### src/rtl/core/pcb_pkg.sv
// Shared types and constants for the plane crossing bounding box core.
// No dependencies; imported by every module of the core.
package pcb_pkg;

  localparam int DATA_W    = 32;
  localparam int PROD_W    = 2 * DATA_W;
  localparam int CNT_W     = 5;
  localparam int IN_TDATA_W  = 6 * DATA_W;
  localparam int OUT_TDATA_W = 4 * DATA_W;

  localparam logic [CNT_W-1:0] MUL_LAST = CNT_W'(3);
  localparam logic [CNT_W-1:0] DIV_LAST = CNT_W'(DATA_W - 1);

  localparam logic signed [DATA_W-1:0] S32_MAX = 32'sh7FFF_FFFF;
  localparam logic signed [DATA_W-1:0] S32_MIN = 32'sh8000_0000;

  // multiplier operand pairs
  typedef enum logic [1:0] {
    MUL_X_P = 2'd0,  // start_x * end_z
    MUL_X_Q = 2'd1,  // start_z * end_x
    MUL_Y_P = 2'd2,  // start_y * end_z
    MUL_Y_Q = 2'd3   // start_z * end_y
  } mul_sel_t;

  typedef enum logic [4:0] {
    S_IDLE = 5'b00001,
    S_MUL  = 5'b00010,
    S_PREP = 5'b00100,
    S_DIV  = 5'b01000,
    S_UPD  = 5'b10000
  } state_t;

  typedef struct packed {
    logic     load_in;
    logic     mul_en;
    mul_sel_t mul_sel;
    logic     div_start;
    logic     div_step;
    logic     load_out;
  } ctrl_cmd_t;

endpackage

### src/rtl/core/pcb_ctrl.sv
// Controller state machine: handshakes and sequencing of multiply,
// divide and box update. Depends on pcb_pkg.
module pcb_ctrl
  import pcb_pkg::*;
(
  input  logic      clk,
  input  logic      rst_n,
  input  logic      in_tvalid,
  output logic      in_tready,
  output logic      out_tvalid,
  input  logic      out_tready,
  output ctrl_cmd_t cmd
);

  state_t            state_r, state_nxt;
  logic [CNT_W-1:0]  cnt_r, cnt_nxt;
  logic              ovalid_r, ovalid_nxt;
  logic              out_free;

  assign out_free = !ovalid_r || out_tready;

  always_comb begin
    state_nxt     = state_r;
    cnt_nxt       = cnt_r;
    in_tready     = 1'b0;
    cmd           = '0;
    cmd.mul_sel   = mul_sel_t'(cnt_r[1:0]);
    unique case (state_r)
      S_IDLE: begin
        in_tready = 1'b1;
        if (in_tvalid) begin
          cmd.load_in = 1'b1;
          cnt_nxt     = '0;
          state_nxt   = S_MUL;
        end
      end
      S_MUL: begin
        cmd.mul_en = 1'b1;
        cnt_nxt    = cnt_r + 1'b1;
        if (cnt_r == MUL_LAST) state_nxt = S_PREP;
      end
      S_PREP: begin
        cmd.div_start = 1'b1;
        cnt_nxt       = '0;
        state_nxt     = S_DIV;
      end
      S_DIV: begin
        cmd.div_step = 1'b1;
        cnt_nxt      = cnt_r + 1'b1;
        if (cnt_r == DIV_LAST) state_nxt = S_UPD;
      end
      S_UPD: begin
        if (out_free) begin
          cmd.load_out = 1'b1;
          state_nxt    = S_IDLE;
        end
      end
      default: state_nxt = S_IDLE;
    endcase

    ovalid_nxt = ovalid_r;
    if (cmd.load_out)    ovalid_nxt = 1'b1;
    else if (out_tready) ovalid_nxt = 1'b0;
  end

  always_ff @(posedge clk) begin
    if (!rst_n) begin
      state_r  <= S_IDLE;
      cnt_r    <= '0;
      ovalid_r <= 1'b0;
    end else begin
      state_r  <= state_nxt;
      cnt_r    <= cnt_nxt;
      ovalid_r <= ovalid_nxt;
    end
  end

  assign out_tvalid = ovalid_r;

endmodule

### config.mk
export PLATFORM = sky130hd
export DESIGN_NAME = pcb_ctrl
export DESIGN_NICKNAME = d
export VERILOG_FILES = /design/src/rtl/core/pcb_pkg.sv /design/src/rtl/core/pcb_ctrl.sv
export SDC_FILE = /design/constraint.sdc
export NUM_CORES = 1
export LEC_CHECK = 0
export ABC_AREA = 1
export BUFFER_PORTS_ARGS = -buffer_cell sky130_fd_sc_hd__buf_2
export CAP_MARGIN = 40
export CORE_AREA = 10 10 47 49
export CTS_CLUSTER_DIAMETER = 60
export DETAILED_ROUTE_END_ITERATION = 16
export DIE_AREA = 0 0 57 59
export GPL_TIMING_DRIVEN = 0
export PLACE_DENSITY = 0.69
export SLEW_MARGIN = 15
export SYNTH_ARGS = -nofsm -noshare
export SYNTH_HDL_FRONTEND = slang
export SYNTH_SLANG_ARGS = --single-unit
### constraint.sdc
create_clock -name clk -period 2.5 [get_ports clk]
set_clock_uncertainty 0.1 [all_clocks]
set_input_delay 0.375 -clock clk [delete_from_list [all_inputs] [get_ports clk]]
set_output_delay 0.375 -clock clk [all_outputs]
set_load 0.01 [all_outputs]
==> summary.md, run 1 <==
| Metric | Value |
|---|---|
| Post-synthesis sequential area ratio | `35.8%` |
| Via/cell ratio | `approximately 4.7` |
| RSZ-0062 raised after global routing | `false` |
| Netlist cell types | `15` |
| Register area | `roughly 220 um^2` |
| Maximum level of the CTS H-tree | `1` |
| Most used cell, CP | `nor2_2` |
| Final hold slack | `~0.23 ns` |
| Port-buffer cells | `12` |
| Leakage | `about 0.38 nW` |
| DRC | `0` |
| Wire per inst | `around 11 um` |
| Min cycle time layout | `around 1.8 ns` |
| P per Cell Area | `525 nW/um^2` |
| FF+latch count, synth | `11` |
| Status | `completed` |
| Io pins | `13` |
| Num CTS Buffers | `3` |
| Placer Congestion | `~0.78` |
| Clk pin slew, worst setup/hold paths | `approximately 0.070 ns` |
| Slowest cell on crit path | `dfxtp_1` |
| Worst-Margin Slew | `around 0.27 ns` |
| Crit end category | `output port` |
| Hold Fails Final Rpt | `0` |
| Syn_area_per_cell | `~6.8 um^2` |
| Synth-to-layout area growth | `17.3%` |
| Hold Buf Count CTS | `0` |
| Top cell type's share of synthesized area | `approximately 36%` |
| Clock Path Buffers | `2` |
| Clock sink count | `11` |
| Root Driver | `clkbuf_4` |
| Leading area contributor after synthesis | `dfxtp_1` |
| Slowest Stage Delay on Critical Path | `about 0.33 ns` |
| Tcrit/Tclk final | `a little under three quarters` |
| DRT iter0 DRCs | `1` |
| CP Cell Sequence | `nor2_2 > nand2_2 > inv_1 > nand2_1 > nor2_2 > buf_2` |
| Layout cells sized above 1 | `a little over a quarter` |
| Mapped Area | `just over 600 um^2` |
| Arrival time worst endpoint | `between 1 and 1.5 ns` |
| Via count | `a little under 600` |
| DRT Pass-1 Iters | `3` |
| Initial antenna violation count | `0` |
| CP required | `2.03 ns` |
| Final nets | `113` |
| Final setup TNS | `0 ns` |
| Die area | `3360 um^2` |
| Vias in the first global route | `between 500 and 600` |
| Worst hold path class | `in -> reg` |
| CTS tree | `yes` |
| Number of routed nets with antenna violations | `0` |
| CP Class | `reg -> out` |
| Max VDD drop | `a little over 0.0003 V` |
| Core area | `around 1400 um^2` |
| Total grt overflow | `0` |
| Pins Over Slew Limit | `0` |
| Slew margin rel. | `between 80% and 90%` |
| # rows | `14` |
| DP Wirelength | `between 1 and 1.5 mm` |
| ANT cells | `0` |
| Max Cap Viol | `0` |
| Multi-input gate area | `roughly 310 um^2` |
| Syn nets | `96` |
| Detailed Route WL | `1.33 mm` |
| Insertion delay to the later sink of the worst-skew pair | `0.27 ns` |
| Die width | `about 57 um` |
| Chip height | `around 60 um` |
| Total track usage | `8.59%` |
| CP Max Fanout | `4` |
| Worst path bufs/invs | `2` |
| Layout fillers | `165` |
| Largest net degree at the start of global routing | `9` |
| Top cell family by delay on the critical path | `simple AND/OR/NAND/NOR gates` |
| Synth top area cells | `dfxtp_1 (36%), nand2_1 (11%), inv_1 (10%), nand3_1 (7.3%), a21oi_1 (6.5%)` |
| Worst Setup Start Kind | `flip-flop` |
| First-pass GRT wire length | `2.31 mm` |
| Postcts setup bufs | `0` |
| Fmax | `0.556 GHz` |
| Starting Density | `43.9%` |
| Synth Instances | `90` |
| Post-CTS sizing | `0` |
| Yosys warning count | `0` |
| Final Setup Violations | `0` |
synthesized netlist by cell type, drive strengths merged:
master and instances:
inv 17, ha 2, buf 3, o21ai 2
nand2 20, nand3 9, xor2 1, or2 1
a21oi 8, dfxtp 11, nand4 3, o21a 1
nor2 12
state kept, by name, indices dropped and copies added, names as in the netlist:
name and cells:
cnt_r 5, out_tvalid 1, state_r 5
power by group:
| group | internal [W] | switching (W) |
|---|---|---|
| Clock | 0.0000619 | 0.0000592 |
| Sequential | 0.000181 | 0.00000477 |
| Combinational | 0.0000263 | 0.0000461 |
metrics by stage:
stage          worst slack, ns  area (um^2)  total power (W)  util (%)  cells
4_1_cts                  0.677          722         0.000388      51.5    122
5_1_grt                  0.570          722         0.000403      51.5    122
3_3_place_gp             0.908          696         0.000262      49.6    118
3_5_place_dp             0.896          696         0.000263      49.6    118
2_1_floorplan             1.04          616         0.000242         -     90
6_report                 0.701          722         0.000379      51.5    122
cell type report:
class	instances	share of cell area, %
clock buffers	4	3.64
multi-input cells	59	42.8
plain buffers	3	3.12
flip-flops and latches	11	30.5
well taps	16	2.77
repair buffers	12	8.32
inverters	17	8.84
metal layers:
metal | wire [um] | GRT usage (%) | share of wire (%) | vias up
met5 | 0 | 0 | 0 | -
met4 | 37 | 6.04 | 2.8 | 0
met3 | 109 | 3.65 | 8.2 | 5
met2 | 591 | 13.6 | 45 | 14
met1 | 587 | 9.00 | 44 | 247
li1 | - | - | - | 311
cell families (layout without fill, tap and decap cells):
group | count (synthesis) | in the layout | synth area share (%)
adder cells (fa/ha/maj) | 2 | 2 | 4.06
buffers and inverters | 20 | 36 | 14.0
flip-flops | 11 | 11 | 35.8
AND/OR/NAND/NOR | 45 | 45 | 34.1
AO/OA/AOI/OAI | 11 | 11 | 10.6
XOR/XNOR | 1 | 1 | 1.42
final timing paths:
kind                                 from  depth (start not counted)  slack (ns)                      end
setup / recovery  state_r[2]$_SDFFE_PN0P_                          6        0.70                   cmd[6]
hold / removal                      rst_n                          2        0.23  state_r[0]$_SDFFE_PN1P_
setup reg to reg    cnt_r[0]$_SDFFE_PN0P_                         10        0.88  state_r[4]$_SDFFE_PN0P_
hold reg to reg     cnt_r[3]$_SDFFE_PN0P_                          2        0.36    cnt_r[3]$_SDFFE_PN0P_
placed cells by master, fill, tap and decap left out, types with 6 or more instances in the layout:
master / n
nor2_1: 6
a21oi_1: 8
nor2_2: 6
inv_1: 17
dfxtp_1: 11
buf_2: 12
nand2_1: 18
nand3_1: 9
No activity file was read; power rests on OpenSTA's default activity.
==> run 2, diff against run 1 <==
- CORE_AREA: 10 10 47 49 -> default
- CORE_MARGIN: default -> 10
- CORE_UTILIZATION: default -> 45
- DIE_AREA: 0 0 57 59 -> default
- PLACE_DENSITY: 0.69 -> 0.7
- clock period: 2.5 -> 1.6 ns (I/O delays scaled with it)
==> summary.md, run 2 (synthesized netlist as in run 1, its figures left out) <==
| Metric | Value |
|---|---|
| DRT Pass-1 Iters | `3` |
| Comb pwr share | `23.6%` |
| Clock Path Buffers | `2` |
| First-pass GRT wire length | `approximately 2.3 mm` |
| Worst hold path class | `in -> reg` |
| Final setup TNS | `0 ns` |
| Hold Fails Final Rpt | `0` |
| DP Wirelength | `a little over 1 mm` |
| CP Max Fanout | `4` |
| Maximum level of the CTS H-tree | `1` |
| CP Cell Sequence | `nor2_4 > nand2_2 > inv_2 > nand2_4 > nor2_4 > buf_6` |
| Max Cap Viol | `0` |
| Top cell family by delay on the critical path | `simple AND/OR/NAND/NOR gates` |
| CP required | `between 1 and 1.5 ns` |
| Num CTS Buffers | `3` |
| Total grt overflow | `0` |
| Power Total | `approximately 0.00063 W` |
| Via count | `597` |
| Crit end category | `output port` |
| R2R Setup Slk | `approximately 0.11 ns` |
| RSZ-0062 raised after global routing | `true` |
| Worst-Margin Slew | `between 0.2 and 0.3 ns` |
| Clock sink count | `11` |
| Commonest non-fill, non-tap cells in the layout | `nand2_1 (17), inv_1 (16), buf_2 (10)` |
| Tcrit/Tclk final | `between 90% and 100%` |
| FF-to-FF End | `state_r[4]$_SDFFE_PN0P_` |
| P per Cell Area | `~760 nW/um^2` |
| Most used cell, CP | `nor2_4` |
| Root Driver | `clkbuf_4` |
| Status | `completed` |
| Leakage | `0.400 nW` |
| Crit Reg-Reg Startpoint | `cnt_r[0]$_SDFFE_PN0P_` |
| Crit path depth | `6` |
| Slowest Stage Delay on Critical Path | `between 0.3 and 0.4 ns` |
| Layout fillers | `approximately 110` |
| Layout cells sized above 1 | `~40%` |
| Arrival time worst endpoint | `1.25 ns` |
| Fmax | `roughly 0.63 GHz` |
| Slowest cell on crit path | `dfxtp_4` |
| DRT iter0 DRCs | `13` |
| # rows | `13` |
| Placer Congestion | `between 0.7 and 0.8` |
| Hold Buf Count CTS | `0` |
| Critical path endpoint | `cmd[6]` |
| Chip height | `57.0 um` |
| Synth-to-layout area growth | `34.3%` |
| Final nets | `116` |
| Detailed Route WL | `between 1 and 1.5 mm` |
| Die width | `between 50 and 60 um` |
| Final Setup Violations | `0` |
| Switching power | `between 0.00015 and 0.0002 W` |
| ANT cells | `0` |
| DRC | `0` |
| Vias in the first global route | `roughly 530` |
| CTS tree | `yes` |
| Sw Share | `30.5%` |
| Min cycle time layout | `around 1.6 ns` |
| Part of the power in the clock network | `a little under a third` |
| Initial antenna violation count | `0` |
| CP Class | `reg -> out` |
| Most common cell after layout, fill and taps aside | `nand2_1` |
| Io pins | `13` |
| Worst path bufs/invs | `2` |
| Pins Over Slew Limit | `0` |
| Internal power | `around 0.00044 W` |
| Via/cell ratio | `about 4.8` |
| Largest net degree at the start of global routing | `9` |
| Worst r2r path cells | `10` |
| Number of routed nets with antenna violations | `0` |
| Slew margin rel. | `83.3%` |
| Max VDD drop | `0.000428 V` |
| Insertion delay to the later sink of the worst-skew pair | `approximately 0.27 ns` |
| Starting Density | `between 40% and 50%` |
| Critical Path Start | `state_r[2]$_SDFFE_PN0P_` |
| Wire per inst | `about 11 um` |
| Clk pin slew, worst setup/hold paths | `roughly 0.070 ns` |
| Die area | `about 3200 um^2` |
| Worst Setup Start Kind | `flip-flop` |
| Sequential power share | `45.7%` |
| Total track usage | `just under 9%` |
| Core area | `1300 um^2` |
| Port-buffer cells | `12` |
run 2: cell types whose count changed in the layout (fill, tap and decap cells not counted), moves of 3 or more:
cell / delta
dfxtp_1: -5
dfxtp_4: +4
nor2_4: +4
buf_4: +3
run 2: worst min path at each step:
stage,from,to,depth (start not counted)
after floorplan,rst_n,state_r[0]$_SDFFE_PN1P_,1
after global placement,cnt_r[3]$_SDFFE_PN0P_,cnt_r[3]$_SDFFE_PN0P_,2
after detailed placement,cnt_r[3]$_SDFFE_PN0P_,cnt_r[3]$_SDFFE_PN0P_,2
after CTS,rst_n,state_r[0]$_SDFFE_PN1P_,2
after global routing,rst_n,state_r[0]$_SDFFE_PN1P_,2
final,rst_n,state_r[0]$_SDFFE_PN1P_,2
run 2: through the flow:
step / setup WS [ns] / instances / hold slack [ns] / util (%) / instance area, um^2
after floorplan: 0.145 / 90 / 0.224 / - / 616
after global placement: 0.0150 / 117 / 0.350 / 53.4 / 694
after detailed placement: -0.0225 / 117 / 0.360 / 53.4 / 694
after CTS: 0.000757 / 121 / 0.0863 / 56.6 / 737
after global routing: -0.0628 / 124 / 0.0952 / 63.6 / 827
final: 0.00957 / 124 / 0.0896 / 63.6 / 827
run 2: area by class of cell:
class	instances	area [um^2]	area share, %
timing repair buffer	16	103	12.4
sequential	11	236	28.6
clock buffer	4	26.3	3.18
tap	15	18.8	2.27
inverter	17	63.8	7.72
multi-input combinational	59	364	44.0
buffer	2	15.0	1.82
run 2: layer usage:
metal | track usage, % | vias to the layer above | wire length (um)
li1 | - | 319 | -
met1 | 10.0 | 264 | 615
met2 | 13.3 | 9 | 673
met3 | 2.43 | 5 | 54
met4 | 7.05 | 0 | 42
met5 | 0 | - | 0
run 2: power groups by stage:
stage | Sequential, W | Combinational [W] | Clock [W]
after floorplan | 0.000295 | 0.0000827 | 0
after global placement | 0.000296 | 0.000113 | 0
after detailed placement | 0.000296 | 0.000114 | 0
after CTS | 0.000293 | 0.000116 | 0.000201
after global routing | 0.000289 | 0.000166 | 0.000211
final | 0.000288 | 0.000149 | 0.000193
run 2: timing repair:
action                     CTS  global route
gates resized for setup      7            17
buffers inserted             0             4
cloned                       0             0
pin swaps                    1             5
setup endpoints to repair    6             7
hold endpoints to repair     0             0
run 2: worst reg2reg max path: stages (launching register included):
cell and delay, ns:
dfxtp_4 0.38, ha_4 0.14, nand2_1 0.07, nor2_2 0.09, ha_1 0.14, inv_1 0.03, nand4_1 0.10, nand2_1 0.07
nor2_2 0.13, nand2_1 0.06, a21oi_1 0.11
==> run 3, diff against run 2 <==
- CORE_MARGIN: 10 -> 2
==> summary.md, run 3 (synthesized netlist as in run 1, its figures left out) <==
| Metric | Value |
|---|---|
| Min cycle time layout | `about 1.6 ns` |
| Port-buffer cells | `12` |
| Maximum level of the CTS H-tree | `1` |
| CP required | `between 1 and 1.5 ns` |
| CP Max Fanout | `4` |
| DRT Pass-1 Iters | `4` |
| Commonest non-fill, non-tap cells in the layout | `nand2_1 (17), inv_1 (16), buf_2 (12)` |
| Slowest Stage Delay on Critical Path | `~0.35 ns` |
| Total track usage | `between 10% and 20%` |
| Die width | `41.0 um` |
| Largest net degree at the start of global routing | `9` |
| Starting Density | `a little under half` |
| Routing usage on met3 | `approximately 4.9%` |
| ANT cells | `0` |
| Placer Congestion | `0.751` |
| Status | `completed` |
| Die area | `around 1700 um^2` |
| Core area | `~1300 um^2` |
| Clock sink count | `11` |
| RSZ-0062 raised after global routing | `true` |
| Detailed Route WL | `~1.3 mm` |
| Max VDD drop | `between 0.0004 and 0.0005 V` |
| Most common cell after layout, fill and taps aside | `nand2_1` |
| Setup slack after placement | `-0.0189 ns` |
| Final setup TNS | `0 ns` |
| Total grt overflow | `0` |
| Insertion delay to the later sink of the worst-skew pair | `0.26 ns` |
| Slowest cell on crit path | `dfxtp_2` |
| Chip height | `41.0 um` |
| Slew margin rel. | `82.2%` |
| Global route hottest layer | `met2` |
| Layout fillers | `~130` |
| Leakage | `0.394 nW` |
| Vias in the first global route | `about 430` |
| Post-route worst setup slack | `0.0106 ns` |
| Arrival time worst endpoint | `1.25 ns` |
| Num CTS Buffers | `3` |
| Worst hold path class | `in -> reg` |
| Tcrit/Tclk final | `99.3%` |
| Wire per inst | `~10 um` |
| Final hold slack | `0.0976 ns` |
| Met1 Use GR | `17.9%` |
| Crit end category | `output port` |
| Final Setup Violations | `0` |
| Via/cell ratio | `approximately 4.8` |
| Clock Path Buffers | `2` |
| DRT iter0 DRCs | `15` |
| Clk pin slew, worst setup/hold paths | `0.07 ns` |
| Via count | `between 500 and 600` |
| Pins Over Slew Limit | `0` |
| First-pass GRT wire length | `around 1.6 mm` |
| Initial antenna violation count | `0` |
| Layout cells sized above 1 | `38.5%` |
| CP Class | `reg -> out` |
| CP Cell Sequence | `nor2_4 > nand3_1 > nor2_2 > buf_4 > buf_2` |
| Io pins | `13` |
| Worst-Margin Slew | `about 0.27 ns` |
| # rows | `13` |
| Hold Buf Count CTS | `0` |
| CTS tree | `yes` |
| P per Cell Area | `approximately 770 nW/um^2` |
| DRC | `0` |
| Max Cap Viol | `0` |
| Hold Fails Final Rpt | `0` |
| Register area | `about 230 um^2` |
| Worst Setup Start Kind | `flip-flop` |
| Fmax | `approximately 0.63 GHz` |
| Root Driver | `clkbuf_4` |
| Synth-to-layout area growth | `27.8%` |
| Final nets | `116` |
| Number of routed nets with antenna violations | `0` |
| DP Wirelength | `between 800 and 900 um` |
| GR Layer Usage met2 | `roughly 25%` |
| Multi-input gate area | `342 um^2` |
==> run 3: cell counts in the layout (fill, tap and decap cells not counted) <==
No cell type changed its count.
==> run 3: where the power goes <==
part / switching [W] / total (W) / internal (W)
Clock: 0.0000917 / 0.000188 / 0.0000965
Sequential: 0.0000110 / 0.000292 / 0.000281
Combinational: 0.0000754 / 0.000125 / 0.0000498
==> run 3: cell type report <==
cell class                 instances  area share [%]
clock buffer                       4            3.34
inverter                          17            8.11
tap                               15            2.38
timing repair buffer              15            10.5
multi-input combinational         59            43.4
sequential                        11            29.4
buffer                             3            2.86
==> run 3: what timing repair did <==
action / 4_1_cts / 5_1_grt
buffers inserted: 0 / 3
endpoints found under the setup margin: 4 / 6
pin swaps: 1 / 6
resized for setup: 6 / 9
==> run 3: final timing paths <==
check	startpoint	to	slack, ns	cells past startpoint
max	state_r[3]$_SDFFE_PN0P_	cmd[0]	0.01	5
min	rst_n	state_r[0]$_SDFFE_PN1P_	0.1	2
max reg2reg	cnt_r[0]$_SDFFE_PN0P_	state_r[4]$_SDFFE_PN0P_	0.11	10
min reg2reg	cnt_r[3]$_SDFFE_PN0P_	cnt_r[3]$_SDFFE_PN0P_	0.37	2
==> run 3: layer usage <==
metal,vias up,routed length (um)
li1,318,-
met1,263,605
met2,9,605
met3,3,35
met4,0,22
met5,-,0
==> run 3: per-stage QoR <==
step           power [W]  util [%]  std cells  cell area (um^2)
3_3_place_gp    0.000406      54.0        117               694
4_1_cts         0.000600      57.3        121               736
2_1_floorplan   0.000378         -         90               616
3_5_place_dp    0.000409      54.0        117               694
6_report        0.000605      61.2        124               787
5_1_grt         0.000640      61.2        124               787
==> run 3: worst max-delay path, delay by kind of cell, from the launching register on <==
family,cells,cell delay (ns)
buf+inv,2,0.23
simple gates,3,0.40
flops,1,0.35
